## src/rtl/conv_pkg.sv

```systemverilog
`timescale 1ns / 1ps
// ----------------------------------------------------------------------------
// conv_pkg: shared types and constants for the 3x3 streaming convolution
// Pixel, window column and result types, register indexes and sizes.
// ----------------------------------------------------------------------------
package conv_pkg;

  localparam int MAX_WIDTH   = 1024;
  localparam int MAX_HEIGHT  = 1024;
  localparam int KERNEL_SIZE = 3;

  localparam int PIX_W      = 16;
  localparam int PROD_W     = 2 * PIX_W;
  localparam int SUM_W      = 36;
  localparam int IDX_W      = 10;
  localparam int SIZE_W     = 11;
  localparam int CFG_IDX_W  = 3;
  localparam int CFG_DATA_W = KERNEL_SIZE * PIX_W;
  localparam int LINE_AW    = $clog2(MAX_WIDTH);

  // result queue between the datapath and the output port
  localparam int FIFO_DEPTH = 8;
  localparam int FIFO_AW    = $clog2(FIFO_DEPTH);
  localparam int FIFO_CW    = FIFO_AW + 1;

  typedef enum logic [CFG_IDX_W-1:0] {
    REG_IMAGE_WIDTH  = 3'd0,
    REG_IMAGE_HEIGHT = 3'd1,
    REG_COEFF_TOP    = 3'd2,
    REG_COEFF_MIDDLE = 3'd3,
    REG_COEFF_BOTTOM = 3'd4
  } cfg_reg_e;

  typedef logic signed [PIX_W-1:0] pix_t;

  // one window column (or one coefficient column): top, middle, bottom row
  typedef struct packed {
    pix_t top;
    pix_t mid;
    pix_t bot;
  } col_t;

  // per-item tag that follows the datapath
  typedef struct packed {
    logic             emit;
    logic             last;
    logic [IDX_W-1:0] row;
    logic [IDX_W-1:0] col;
  } meta_t;

  typedef struct packed {
    logic signed [SUM_W-1:0] value;
    logic [IDX_W-1:0]        row;
    logic [IDX_W-1:0]        col;
    logic                    last;
  } res_t;

  function automatic logic signed [SUM_W-1:0] sext_prod(input logic signed [PROD_W-1:0] p);
    sext_prod = {{(SUM_W-PROD_W){p[PROD_W-1]}}, p};
  endfunction

endpackage

```

## src/rtl/conv_cell.sv

```systemverilog
`timescale 1ns / 1ps
// ----------------------------------------------------------------------------
// conv_cell: one column of the 3x3 window
// Holds a pixel column, passes it to its left neighbor on each shift, and
// forms the weighted column sum through a product register and a sum register.
// ----------------------------------------------------------------------------
module conv_cell (
  input  logic                            clk,
  input  logic                            rst,
  input  logic                            shift,
  input  conv_pkg::col_t                  col_in,
  input  conv_pkg::col_t                  coeff,
  output conv_pkg::col_t                  col_out,
  output logic signed [conv_pkg::SUM_W-1:0] sum_out
);
  import conv_pkg::*;

  col_t                     col_q;
  logic signed [PROD_W-1:0] prod_top;
  logic signed [PROD_W-1:0] prod_mid;
  logic signed [PROD_W-1:0] prod_bot;

  always_ff @(posedge clk) begin
    if (rst) begin
      col_q <= '0;
    end else if (shift) begin
      col_q <= col_in;
    end
  end

  // stage 1: three products, stage 2: column sum
  always_ff @(posedge clk) begin
    prod_top <= $signed(col_q.top) * $signed(coeff.top);
    prod_mid <= $signed(col_q.mid) * $signed(coeff.mid);
    prod_bot <= $signed(col_q.bot) * $signed(coeff.bot);
    sum_out  <= sext_prod(prod_top) + sext_prod(prod_mid) + sext_prod(prod_bot);
  end

  assign col_out = col_q;

endmodule

```

## config.mk

```make
export PLATFORM = sky130hd
export DESIGN_NAME = conv_cell
export DESIGN_NICKNAME = d
export VERILOG_FILES = /design/src/rtl/conv_pkg.sv /design/src/rtl/conv_cell.sv
export SDC_FILE = /design/constraint.sdc
export NUM_CORES = 2
export LEC_CHECK = 0
export BUFFER_PORTS_ARGS = -buffer_cell sky130_fd_sc_hd__buf_2
export CORE_MARGIN = 2
export CORE_UTILIZATION = 51
export DETAILED_ROUTE_END_ITERATION = 12
export PLACE_DENSITY_LB_ADDON = 0.08
export SYNTH_ARGS = -nofsm -noshare
export SYNTH_HDL_FRONTEND = slang
export SYNTH_SLANG_ARGS = --single-unit
export TNS_END_PERCENT = 1
```

## constraint.sdc

```tcl
create_clock -name clk -period 7.85 [get_ports clk]
set_clock_uncertainty 0.05 [all_clocks]
set_input_delay 1.1775 -clock clk [delete_from_list [all_inputs] [get_ports clk]]
set_output_delay 1.1775 -clock clk [all_outputs]
set_load 0.005 [all_outputs]
```

# Yosys cells after proc, flatten, opt, wreduce, memory -nomap -nowiden
# Index checks and enable logic that the tools add are counted.
# totals
in_bits,99
out_inout_bits,84
wordCells,12
reg_bits,178
# op_classes
add_sub_neg,2
mul,3
# op_table
operator,n
multiplier 16 x 16 -> 32 bit,3
adder 33 x 32 -> 34 bit,1
adder 32 x 32 -> 33 bit,1

# Longest topological paths before layout
# depth
ltp_word,2
ltp_mapped,23
depth_no_buf,22

# Worst setup path before layout
# No wires, ideal clock.
# synth_path
kind,input -> register
start,input port coeff[33] (netlist bit)
end,register prod_top[31]
arrival_ps,6640
setup_ps,121
setup_slack_ps,1039
cell_stages,20
required_time_ps,7679
n_path_buf,2
path_cell_list,clkbuf_1 > nand2_1 > inv_1 > fa_1 > fa_1 > fa_1 > fa_1 > fa_1 > inv_1 > fa_1 > inv_1 > ha_1 > clkbuf_1 > and3_1 > a21oi_1 > a311oi_1 > o41ai_2 > o2111ai_1 > a21oi_1 > xnor2_1
# synth_via
elab_chain_len,1
# synth_lines
element,line,rtl
"start, declared",conv_cell.sv:12,"input conv_pkg::col_t coeff,"
multiplier 16 x 16 -> 32 bit,conv_cell.sv:33,prod_top <= $signed(col_q.top) * $signed(coeff.top);
"end signal, assigned",conv_cell.sv:33,
"end, declared",conv_cell.sv:19,logic signed [PROD_W-1:0] prod_top;
# No other way between the ends.
# A chain may end at the register's enable or synchronous reset.

# Worst setup path in the final report
# Same ends and word-level chain as after synthesis.

==> flow_summary.json <==
{
  "cp_max_fo": 16,
  "routed_via_density": 5.07,
  "worstPathRequired_ns": 8.22,
  "tightest_slew_ns": 0.896,
  "synth.cell_area_mm2": 0.0359,
  "synth_cell_type_count": 76,
  "gp_congestion": 0.849,
  "fp.dieW_um": 269,
  "total_power_uw": 13800,
  "synth_top_cells_by_area": "fa_1, dfxtp_1, ha_1",
  "setup-tns-final_ns": 0,
  "fin_crit_ns": 6.93,
  "criticalPathCategory": "in2reg",
  "grt_overflow": 0,
  "yosysTopAreaCellShare_pct": 45.6,
  "max_freq_mhz": 144,
  "cts_resized": 0,
  "met1_usage_pct": 38.5,
  "async_reset_ff_share_pct": 0,
  "drc": 0,
  "cts.sinks": 178,
  "antenna_found_initial": 3,
  "layout-drive-gt1-share_pct": 6.81,
  "grt_setup_unrepaired": "no",
  "die_h_um": 269,
  "power.internal_uw": 6690,
  "syn_avg_cell_area_um2": 9.47,
  "power_switching_uw": 7160,
  "yosys.area.top_type": "fa_1",
  "n_fill_cell": 6516,
  "yosysSeqAreaShare_pct": 9.92,
  "power_frac_seq_pct": 12.3,
  "dpl.hpwl_mm": 70.4,
  "n_antenna_cell": 0,
  "ctsHoldBuffers": 0,
  "fin_crit_sh_pct": 88.3,
  "setup_viol": 0,
  "drt-total-wl_mm": 85.3,
  "ys_ff_latch": 178,
  "htree_num_levels": 4,
  "ir_drop_v": 0.000259,
  "end_kind": "flip-flop",
  "maxCapViolations": 0,
  "start_util_pct": 51.4,
  "min_path_type": "reg2reg",
  "power_density_mw_per_mm2": 360,
  "met2_usage_pct": 38.7,
  "drtIter0Drc": 1462,
  "wire_per_inst_um": 17.5,
  "ant_nets": 0,
  "cts_made_buffers": 17,
  "area_growth_pct": 6.97,
  "root_buffer": "clkbuf_16",
  "clk_pin_slew_ns": 0.08,
  "io_buffer_count": 182,
  "cts_tree": "done",
  "fin_nets": 5105,
  "clkLatencyLatePin_ns": 0.50,
  "die_area_mm2": 0.0726,
  "cts_buffer_depth": 2,
  "hold_violations": 0,
  "dr.pass1.iters": 6,
  "yosysWarnings": 0,
  "p_comb_share_pct": 81.0,
  "grt_max_degree": 49,
  "top_usage_layer": "met2",
  "slew_violations": 0,
  "grtUsageMet3_pct": 3.95,
  "synth_edf_count": 0,
  "grt_pass1_wl_mm": 145,
  "ios": 183,
  "synth_flop_cell": "dfxtp_1",
  "p_clk_share_pct": 6.7,
  "syn_nets": 4988,
  "cp.arrival_ns": 7.30,
  "startpoint_type": "input pin",
  "vias": 24670,
  "cts_setup_buffers": 0,
  "swShare_pct": 51.7,
  "first_global_vias": 26737,
  "core.rowCount": 97,
  "core_mm2": 0.0699,
  "leakagePower_uw": 0.0196,
  "syn_inst": 3792,
  "track_usage_pct": 25.4,
  "slew_headroom_pct": 40.2,
  "outcome": "complete, no violations"
}
path summary, 6_finish.rpt:
path / slack [ns] / depth (start not counted) / end / from
setup / recovery: 0.92 / 20 / prod_top[31] / coeff[33]
hold / removal: 0.48 / 2 / col_out[11] / col_out[11]
setup reg to reg: 1.17 / 19 / prod_top[31] / col_out[47]
hold reg to reg: 0.48 / 2 / col_out[11] / col_out[11]
worst max-delay path: stages:
cell and delay [ns]:
buf_2 0.33, nand2_1 0.15, inv_1 0.16, fa_1 0.57, fa_1 0.83, fa_1 0.52, fa_1 0.51, fa_1 0.49
inv_1 0.05, fa_1 0.48, inv_1 0.04, ha_1 0.37, a21oi_1 0.22, nand2_1 0.13, a211oi_1 0.18, a311oi_1 0.12
o41ai_2 0.44, o2111ai_1 0.19, a21oi_1 0.20, xnor2_1 0.13
registers in the layout, indices dropped and copies added, names as in the netlist:
register and cells:
col_out 48, prod_top 32, prod_mid 32, sum_out 34
prod_bot 32
routing by layer:
layer / up-vias / share of wire, % / wire (um)
met5: - / 0 / 0
met4: 0 / 1.5 / 1290
met3: 65 / 5.4 / 4640
met2: 602 / 44 / 37700
met1: 12455 / 49 / 41700
li1: 11548 / - / -
synth_stat cells, drive strengths merged (24+ instances only):
cell type	count
o21ai	63
xnor2	106
mux2i	49
a21o	39
clkbuf	108
ha	278
and2	358
dfxtp	178
a21oi	95
fa	819
inv	887
nand3	24
nand2	405
nor3	24
nand2b	34
nor2	136
final cells by class:
cell class | count | area, um2 | area share, %
multi-input cells | 2613 | 28600 | 74.4
flip-flops and latches | 178 | 3560 | 9.27
clock buffers | 18 | 439 | 1.14
repair buffers | 211 | 1130 | 2.94
clock inverters | 14 | 189 | 0.492
well taps | 940 | 1180 | 3.06
inverters | 888 | 3330 | 8.67
placed cells by master (no fill, tap or decap), drive strengths merged, types with 4 or more instances in the layout:
master,n
or2,4
clkinv,8
xor2,22
nor3,24
and2,358
a21oi,95
dfxtp,178
nand4,8
a21o,39
a31o,4
nand3,24
nand2,405
and3,11
o21a,13
fa,819
nor2,136
o221ai,4
mux2i,49
a31oi,9
ha,278
inv,892
clkbuf,18
buf,211
o21ai,63
a311oi,5
o21bai,14
o211ai,13
a2111oi,4
nand2b,34
a211oi,19
a21boi,4
xnor2,106
o31ai,4
nor2b,10
or3,5
power groups by stage:
stage	Clock, uW	Sequential [uW]	Combinational, uW
3_5_place_dp	0	1730	11200
4_1_cts	965	1720	11300
2_1_floorplan	0	1580	8510
3_3_place_gp	0	1740	11200
6_report	931	1700	11200
5_1_grt	998	1750	12800
kinds of logic after synthesis:
family / after synthesis / synth area share [%]
compound gates: 310 / 5.74
xor+xnor: 128 / 3.12
fa+ha+maj: 1097 / 55.3
buf+inv: 1001 / 10.5
flops: 178 / 9.92
mux: 49 / 1.37
simple gates: 1029 / 14.0
stage by stage:
step,cell area [um2],utilization [%],setup WS (ns),cells,hold WS [ns]
floorplan,35900,-,1.04,3792,0.483
global placement,37800,54.1,0.574,4830,0.449
detailed placement,37800,54.1,0.466,4830,0.470
CTS,38400,55.0,1.00,4862,0.489
global route,38400,55.0,0.517,4862,0.545
finish,38400,55.0,0.919,4862,0.484
Power figures use the tool's default switching activity.
